## config.mk

```make
export PLATFORM = sky130hd
export DESIGN_NAME = dtq_fb_cell
export DESIGN_NICKNAME = d
export VERILOG_FILES = /design/src/design/dtq_pkg.sv /design/src/design/dtq_fb_cell.sv
export SDC_FILE = /design/constraint.sdc
export NUM_CORES = 1
export LEC_CHECK = 0
export BUFFER_PORTS_ARGS = -buffer_cell sky130_fd_sc_hd__buf_2
export CAP_MARGIN = 20
export CORE_AREA = 3 3 40 42
export DETAILED_ROUTE_END_ITERATION = 10
export DIE_AREA = 0 0 43 45
export PLACE_DENSITY = 0.71
export SLEW_MARGIN = 20
export SYNTH_ARGS = -nofsm -noshare
export SYNTH_HDL_FRONTEND = slang
export SYNTH_SLANG_ARGS = --single-unit
```

## constraint.sdc

```tcl
create_clock -name clk_i -period 1.61 [get_ports clk_i]
set_clock_uncertainty 0.2 [all_clocks]
set_input_delay 0.483 -clock clk_i [delete_from_list [all_inputs] [get_ports clk_i]]
set_output_delay 0.483 -clock clk_i [all_outputs]
set_load 0.01 [all_outputs]
```

## src/design/dtq_pkg.sv

```systemverilog
// Shared types and constants for the drop-tail queue with congestion feedback.
// No dependencies; every other file of the block depends on this package.
`timescale 1ns / 1ps

package dtq_pkg;

  localparam int DATA_DEPTH     = 256;
  localparam int FEEDBACK_DEPTH = 8;

  localparam int LIMIT_W = 9;
  localparam int TAG_W   = 16;
  localparam int DUR_W   = 16;
  localparam int MULT_W  = 8;
  localparam int OCC_W   = 9;
  localparam int ACTR_W  = 9;

  localparam int DCNT_W = $clog2(DATA_DEPTH + 1);
  localparam int FCNT_W = $clog2(FEEDBACK_DEPTH + 1);
  localparam int CMP_W  = (DCNT_W > LIMIT_W) ? DCNT_W : LIMIT_W;

  localparam logic [LIMIT_W-1:0] LIMIT_RESET = LIMIT_W'(200);
  localparam logic [ACTR_W-1:0]  ACTR_MAX    = '1;
  localparam logic [MULT_W-1:0]  MULT_MAX    = '1;
  localparam logic [MULT_W-1:0]  MULT_MIN    = MULT_W'(1);

  typedef enum logic [0:0] {
    OP_ARRIVAL     = 1'b0,
    OP_SERVICE_END = 1'b1
  } opcode_e;

  typedef enum logic [2:0] {
    EV_QUEUED   = 3'd0,
    EV_DROPPED  = 3'd1,
    EV_DATA     = 3'd2,
    EV_FEEDBACK = 3'd3,
    EV_NONE     = 3'd4
  } event_kind_e;

  typedef struct packed {
    logic [DUR_W-1:0] duration;
    logic [TAG_W-1:0] tag;
  } data_t;

  typedef struct packed {
    event_kind_e       event_kind;
    logic [TAG_W-1:0]  sent_tag;
    logic [DUR_W-1:0]  service_duration;
    logic [MULT_W-1:0] feedback_value;
    logic              start_service;
    logic [OCC_W-1:0]  occupancy;
  } result_t;

  // Per-cell control shared by both queue chains
  typedef struct packed {
    logic load;
    logic shift;
  } cell_ctrl_t;

endpackage

```

## src/design/dtq_fb_cell.sv

```systemverilog
// One slot of the feedback queue chain: holds a multiplier value and
// advances towards the head on a pop. Depends on dtq_pkg.
`timescale 1ns / 1ps

module dtq_fb_cell (
  input  logic                        clk_i,
  input  dtq_pkg::cell_ctrl_t         ctrl_i,
  input  logic [dtq_pkg::MULT_W-1:0]  fill_i,
  input  logic [dtq_pkg::MULT_W-1:0]  next_i,
  output logic [dtq_pkg::MULT_W-1:0]  q_o
);
  import dtq_pkg::*;

  logic [MULT_W-1:0] value_q;

  always_ff @(posedge clk_i) begin
    if (ctrl_i.load) begin
      value_q <= fill_i;
    end else if (ctrl_i.shift) begin
      value_q <= next_i;
    end
  end

  assign q_o = value_q;
endmodule

```

[Word level (Yosys, flattened, before mapping)]
Index checks and enable logic that the tools add are counted.
W data, S select, Z words.
Word-level totals
  bits in registers: 8
  input port bits: 19
  output and inout port bits: 8
Cells by class
  mux-type cells: 2
  reductions and logical operators: 1
Operators with widths (count)
  $mux W8: 2
  $reduce_bool A2 Y1: 1

[Depth between registers and ports, before layout]
  depth in word-level cells: 2
  depth in mapped cells: 2

[Least setup slack after synthesis]
No wires, ideal clock.
  path kind: input to register
  start point: input ctrl_i[1] (netlist name)
  end point: register value_q[0] (netlist: q_o[0]) (enable)
  setup time: 0.283 ns
  data arrival time: 0.934 ns
  required time: 1.127 ns
  path slack: 0.193 ns
  cell stages on the path: 2
  cell sequence: buf_6 or2_1
On the way
  cells in the longest elaborated chain, start to end: 1
RTL lines
  from (decl): RTL line dtq_fb_cell.sv:7  | input dtq_pkg::cell_ctrl_t ctrl_i,
  $reduce_bool A2 Y1 (no source line)
  to (signal assigned): RTL line dtq_fb_cell.sv:18  | value_q <= fill_i;
  to (signal assigned): RTL line dtq_fb_cell.sv:20  | value_q <= next_i;
  to (decl): RTL line dtq_fb_cell.sv:14  | logic [MULT_W-1:0] value_q;
Every way passes these cells.
A chain may end at the register's enable or synchronous reset.

[Worst setup path in the final report]
  start point: register value_q[6] (netlist: q_o[6])
  end point: output q_o[6] (netlist name)
RTL lines
  to (decl): RTL line dtq_fb_cell.sv:10  | output logic [dtq_pkg::MULT_W-1:0] q_o
No word-level cell between the ends.

==> out/qor.yml <==
cts_hold_buf: 0
routedWlPerCell_um: 11.2
use_met3: 0.0120
arrival_ns: 0.75
grt_max_degree: 10
fillers: 119
fin_nets: 67
synth_common_cells: "edfxtp_1 (8), mux2_4 (8), buf_6 (1), or2_1 (1)"
seqCellArea_um2: 240
grt_overflow: 0
yosys.area.top_type_share: 0.636
slowest_delay_ns: 0.36
cts_tree: "yes"
clk_pin_slew_ns: 0.05
synth_edf_count: 8
worstPathMaxFanout: 1
ioPinCount: 27
synthFlopType: "edfxtp_1"
clock_path_buffers: 2
gp_congestion: 0.682
crit_family: "flip-flops"
holdCritPathClass: "in2reg"
async_flop_share: 0
synth_cells: 18
die_h_um: 45
critical_path.cell_chain: "buf_2"
syn2layout_area_growth_pct: 42.4
synth_seq_cells: 8
fin_cells: 61
ys_types: 4
gr-usage-met1: 0.0754
dp_cells: 58
synth_largest_area_cell: "edfxtp_1"
numCtsBuffers: 3
rows: 13
tightestPinTransition_ns: 0.326
setup_viol: 0
synth_area_leaders: "edfxtp_1 (64%), mux2_4 (32%), buf_6 (3.0%), or2_1 (1.7%)"
status: "finished, final reports clean"
diodes: 0
antenna_found_initial: 0
cts-htree-levels: 1
cts_sinks: 8
core-area_um2: 1280
fmax_mhz: 697
min_period_ns: 1.44
initial_core_util: 0.294
multi_input_area_um2: 126
worstPathRequired_ns: 0.93
die_w_um: 43
hold_violations: 0
met2_usage: 0.111
drive_gt1_frac: 0.804
grt_pass1_vias: 230
via_per_inst: 4.13
syn_avg_cell_area_um2: 21.0
layout_worst_path_cycle_share: 0.892
largest_register_ffs: 8
ir_drop_mv: 0.220
clockRootBuffer: "clkbuf_4"
powerDensity_nw_per_um2: 924
cp-start-kind: "flop"
numPortBuffers: 26
yosysSeqAreaShare: 0.636
ys_warn_count: 0
cpMaxStageDelayCell: "edfxtp_1"
grt_first_pass_wirelength_um: 945
rsz0062_at_grt: "false"
p_leak_nw: 0.265
slew_headroom: 0.783
drv_cap: 0
post_cts_resized: 0
postCtsSetupRepairBufs: 0
cp-end-kind: "primary output"
routed_wl_um: 686
syn_nets: 37
final_max_slew_viol_count: 0
synth_area_um2: 378
ant_nets: 0
critPathBufInv: 1
via_count: 252
path_class: "reg2out"
top_usage_layer: "met2"
grt_usage: 0.0718
drtIter0Drc: 1
dieArea_um2: 1940
whs_ns: 0.335
first_pass_iters: 2
route.detailed.drc: 0
==> where the power goes <==
| part | internal (mW) | switching, mW | total (mW) | leakage [nW] |
|---|---|---|---|---|
| clock network | 0.0847 | 0.0600 | 0.145 | 0.0138 |
| registers | 0.256 | 0.00465 | 0.261 | 0.0815 |
| logic | 0.0536 | 0.0377 | 0.0912 | 0.170 |
| total | 0.395 | 0.102 | 0.497 | 0.265 |
==> per-stage QoR <==
stage	setup TNS (ns)	power, mW	instance area (um2)	setup WS, ns	util
finish	0	0.497	538	0.174	0.419
global placement	0	0.355	515	0.0249	0.401
CTS	0	0.502	538	0.155	0.419
global route	0	0.518	538	0.135	0.419
detailed placement	-0.0447	0.358	515	-0.00565	0.401
floorplan	0	0.315	378	0.193	-
==> logic make-up (layout without fill, tap and decap cells) <==
| group | Yosys count | in the layout | synth area share |
|---|---|---|---|
| muxes | 8 | 8 | 0.318 |
| DFF | 8 | 8 | 0.636 |
| and+or+nand+nor | 1 | 1 | 0.0166 |
| buffers and inverters | 1 | 29 | 0.0298 |
==> path summary, 6_finish.rpt <==
path / from / endpoint / slack [ns] / depth (start not counted)
max: q_o[6] / q_o[6] / 0.17 / 1
min: fill_i[4] / q_o[4] / 0.33 / 2
==> routing by layer <==
metal,up-vias,part of all wire
li1,125,-
met3,2,0.13
met2,18,0.53
met1,107,0.31
met4,0,0.025
met5,-,0
==> layout make-up <==
type / instances / share of cell area
clock buffers: 3 / 0.0419
flip-flops and latches: 8 / 0.447
well taps: 15 / 0.0349
multi-input cells: 9 / 0.235
repair buffers: 26 / 0.242
==> cells in the final DEF (no fill, tap or decap) <==
cell type	netlist	routed
buf_2	0	26
clkbuf_4	0	3
edfxtp_1	8	8
mux2_4	8	8
or2_1	1	1
Power figures use the tool's default switching activity.
