### src/design/dtq_pkg.sv
// Shared types and constants for the drop-tail queue with congestion feedback.
// No dependencies; every other file of the block depends on this package.
`timescale 1ns / 1ps

package dtq_pkg;

  localparam int DATA_DEPTH     = 256;
  localparam int FEEDBACK_DEPTH = 8;

  localparam int LIMIT_W = 9;
  localparam int TAG_W   = 16;
  localparam int DUR_W   = 16;
  localparam int MULT_W  = 8;
  localparam int OCC_W   = 9;
  localparam int ACTR_W  = 9;

  localparam int DCNT_W = $clog2(DATA_DEPTH + 1);
  localparam int FCNT_W = $clog2(FEEDBACK_DEPTH + 1);
  localparam int CMP_W  = (DCNT_W > LIMIT_W) ? DCNT_W : LIMIT_W;

  localparam logic [LIMIT_W-1:0] LIMIT_RESET = LIMIT_W'(200);
  localparam logic [ACTR_W-1:0]  ACTR_MAX    = '1;
  localparam logic [MULT_W-1:0]  MULT_MAX    = '1;
  localparam logic [MULT_W-1:0]  MULT_MIN    = MULT_W'(1);

  typedef enum logic [0:0] {
    OP_ARRIVAL     = 1'b0,
    OP_SERVICE_END = 1'b1
  } opcode_e;

  typedef enum logic [2:0] {
    EV_QUEUED   = 3'd0,
    EV_DROPPED  = 3'd1,
    EV_DATA     = 3'd2,
    EV_FEEDBACK = 3'd3,
    EV_NONE     = 3'd4
  } event_kind_e;

  typedef struct packed {
    logic [DUR_W-1:0] duration;
    logic [TAG_W-1:0] tag;
  } data_t;

  typedef struct packed {
    event_kind_e       event_kind;
    logic [TAG_W-1:0]  sent_tag;
    logic [DUR_W-1:0]  service_duration;
    logic [MULT_W-1:0] feedback_value;
    logic              start_service;
    logic [OCC_W-1:0]  occupancy;
  } result_t;

  // Per-cell control shared by both queue chains
  typedef struct packed {
    logic load;
    logic shift;
  } cell_ctrl_t;

endpackage

### src/design/dtq_data_cell.sv
// One slot of the packet queue chain: loads a new packet or takes its
// neighbour's packet on a pop. Depends on dtq_pkg.
`timescale 1ns / 1ps

module dtq_data_cell (
  input  logic                clk_i,
  input  dtq_pkg::cell_ctrl_t ctrl_i,
  input  dtq_pkg::data_t      fill_i,
  input  dtq_pkg::data_t      next_i,
  output dtq_pkg::data_t      q_o
);
  import dtq_pkg::*;

  data_t slot_q;

  always_ff @(posedge clk_i) begin
    if (ctrl_i.load) begin
      slot_q <= fill_i;
    end else if (ctrl_i.shift) begin
      slot_q <= next_i;
    end
  end

  assign q_o = slot_q;
endmodule

### config.mk
export PLATFORM = sky130hd
export DESIGN_NAME = dtq_data_cell
export DESIGN_NICKNAME = d
export VERILOG_FILES = /design/src/design/dtq_pkg.sv /design/src/design/dtq_data_cell.sv
export SDC_FILE = /design/constraint.sdc
export NUM_CORES = 1
export LEC_CHECK = 0
export BUFFER_PORTS_ARGS = -buffer_cell sky130_fd_sc_hd__buf_2
export CORE_MARGIN = 1
export CORE_UTILIZATION = 24
export DETAILED_ROUTE_END_ITERATION = 10
export SYNTH_ARGS = -nofsm -noshare
export SYNTH_HDL_FRONTEND = slang
export SYNTH_SLANG_ARGS = --single-unit
### constraint.sdc
create_clock -name clk_i -period 1.68 [get_ports clk_i]
set_input_delay 0.336 -clock clk_i [delete_from_list [all_inputs] [get_ports clk_i]]
set_output_delay 0.336 -clock clk_i [all_outputs]
set_load 0.02 [all_outputs]
# Word level (Yosys, flattened, before mapping)
# Index checks and enable logic that the tools add are counted.
# word_totals
regBits	32
# op_classes
muxes	2
n_reduce_logical	1
# ops
op	n
2-to-1 mux 32 bit	2
nonzero test 2 bit	1

# Logic depth before layout (Yosys ltp)
# logic_depth
word_depth	2
mapped_depth	3
depth_no_buf	1

# Worst setup path before layout
# No wires, ideal clock.
# synth_path
kind	input port to flip-flop
start	in ctrl_i[1] (netlist bit)
end	reg slot_q (netlist bit q_o[0]), enable pin
setup_time_ns	0.390
arrival_ns	1.358
required_time_ns	1.290
slack_ns	-0.069
path_stages	3
cell_sequence	buf_6 buf_12 or2_1
# synth_between
elab_chain_len	1
# synth_rtl
item	line_no	rtl
start, declared	dtq_data_cell.sv:7	input dtq_pkg::cell_ctrl_t ctrl_i,
nonzero test 2 bit (no line)	n/a	
end signal, assigned	dtq_data_cell.sv:18	slot_q <= fill_i;
end signal, assigned	dtq_data_cell.sv:20	slot_q <= next_i;
end, declared	dtq_data_cell.sv:14	data_t slot_q;
# No other way between the ends.
# A chain may end at the register's enable or synchronous reset.

# Worst setup path in the final report
# layout_path
start	reg slot_q (netlist bit q_o[20])
end	out q_o[20] (netlist bit)
# layout_lines
item	line_no	rtl
end, declared	dtq_data_cell.sv:10	output dtq_pkg::data_t q_o
# No word-level cell between the ends.

==> flow_summary.toml <==
[run_status]
status = "finished clean"

[floorplan]
die_y_microns = 81.26
rows = 28
die_x_microns = 81.26
core_sq_um = 5991
ios = 99
die-area_sq_um = 6603
initial_core_util_pct = 25.17

[hold_path]
holdCritPathClass = "in2reg"

[synthesis]
synth_top_cell_area_share_pct = 63.73
yosysWarnings = 0
yosysTopAreaCell = "edfxtp_1"
ys_seq_area_share_pct = 63.73
ys_top_cells_by_area = "edfxtp_1 64%, mux2_4 29%, buf_12 4.0%, mux2_2 2.2%, buf_6 0.75%"
yosysUniqueCellTypes = 6
syn_avg_cell_area_sq_um = 21.85
syn-num-nets = 136
synth_area_sq_um = 1508
ys_seq_elements = 32
synth_cells = 69

[clock_network]
cts_resized = 0
cts.sinks = 32
cts_tree = "built"
clk_path_buf_depth = 2
root_buffer = "clkbuf_8"
htree_num_levels = 2
path_clk_slew_ns = 0.07
cts_hold_buf = 0
numCtsBuffers = 5
cts_setup_buffers = 0

[worst_setup_path]
cp-start-kind = "flip-flop"
crit_slowest_cell = "edfxtp_1"
endpoint_kind = "primary output"
startpoint = "q_o[20]$_DFFE_PP_"
crit_family = "flip-flops"
crit_type = "reg2out"
critPathCapture = "q_o[20]"
critPathMaxFanout = 1
critPathRequiredTime_ns = 1.34
crit_buf_inv = 1
crit_path_max_incr_delay_ns = 0.37
crit_chain = "buf_2"
cp.depth = 1
arrival_ns = 0.82

[final_layout]
finalNetCount = 241
largest_reg_flops = 32
area_growth_pct = 41.08
finalCoreUtilization_pct = 35.51
antennaDiodeCount = 0
drive_gt1_share_pct = 80.46
final_cells = 249

[route]
drc_errors = 0
wl_per_cell_microns = 12.71
wirelength_microns = 3166
drtIter0Drc = 29
vias_per_cell = 4.044
via_count = 1007
antenna_left = 0
drt_pass1_iterations = 3

[sta]
period_share_pct = 68.72
worstMarginPinSlew_ns = 0.4249
slew_viol_final = 0
hold_viol = 0
min_period_ns = 1.154
setup_viol = 0
rsz0062_at_grt = "no"
worst_slack_ns = 0.5256
slew_headroom_pct = 71.68
tns_ns = 0
fmax_ghz = 0.8662

[flow_run]
cap_violations = 0

[global_route]
grt_pass1_wl_microns = 4609
grt_usage_pct = 9.931
grt-ovfl-total = 0
grt_max_degree = 33
grt_pass1_vias = 987
antenna_found_initial = 0

[place]
place_congestion = 0.6791
portBuffers = 98
post-place-ws_ns = 0.3203
dp_cells = 242

[power]
vdd_drop_max_v = 0.0004338
cellLeakagePower_nw = 1.022
power_density_nw_per_um2 = 918.1
[kinds of logic (layout without fill, tap and decap cells)]
logic type | Yosys count | after routing | synth area share, %
mux | 32 | 32 | 31.12
flops | 32 | 32 | 63.73
buf+inv | 4 | 109 | 4.730
simple gates | 1 | 1 | 0.4152
[Yosys cell counts (all sizes together)]
| cell type | n |
|---|---|
| mux2 | 32 |
| buf | 4 |
| edfxtp | 32 |
| or2 | 1 |
[power breakdown]
part / switching (W) / internal [W] / leakage, nW
combinational: 0.000220 / 0.000202 / 0.657
sequential: 0.0000197 / 0.000981 / 0.326
clock: 0.000258 / 0.000273 / 0.0391
total: 0.000497 / 0.00146 / 1.02
[metal layers]
layer | track usage, % | vias up | share of wire [%]
met4 | 4.286 | 0 | 1.7
met1 | 10.92 | 461 | 38
met3 | 5.618 | 5 | 12
li1 | - | 475 | -
met5 | 0 | - | 0
met2 | 15.58 | 66 | 48
[how the worst min path moves through the flow]
stage	from	endpoint	slack [ns]	depth (start not counted)
2_1_floorplan	fill_i[0]	q_o[0]$_DFFE_PP_	0.55	1
3_3_place_gp	next_i[16]	q_o[16]$_DFFE_PP_	0.64	2
3_5_place_dp	fill_i[7]	q_o[7]$_DFFE_PP_	0.64	2
4_1_cts	fill_i[7]	q_o[7]$_DFFE_PP_	0.34	2
5_1_grt	fill_i[7]	q_o[7]$_DFFE_PP_	0.34	2
6_report	fill_i[7]	q_o[7]$_DFFE_PP_	0.35	2
[metrics by stage]
step | area (sq um) | total power [W] | hold WS (ns)
finish | 2127 | 0.001953 | 0.3538
global route | 2127 | 0.002043 | 0.3428
CTS | 2127 | 0.001987 | 0.3418
detailed placement | 2051 | 0.001448 | 0.6396
global placement | 2051 | 0.001443 | 0.6364
floorplan | 1508 | 0.001279 | 0.5535
[cells in the final DEF (no fill, tap or decap), drive strengths merged]
cell      n
edfxtp   32
buf     102
or2       1
mux2     32
clkbuf    5
clkinv    2
[layout make-up]
type / instances / area [sq um]
well taps: 75 / 93.84
multi-input cells: 33 / 475.5
clock buffers: 5 / 68.82
repair buffers: 102 / 520.5
clock inverters: 2 / 7.507
fillers: 610 / 3864
flip-flops and latches: 32 / 960.9
Note: power is estimated with default switching activity, not from simulation.
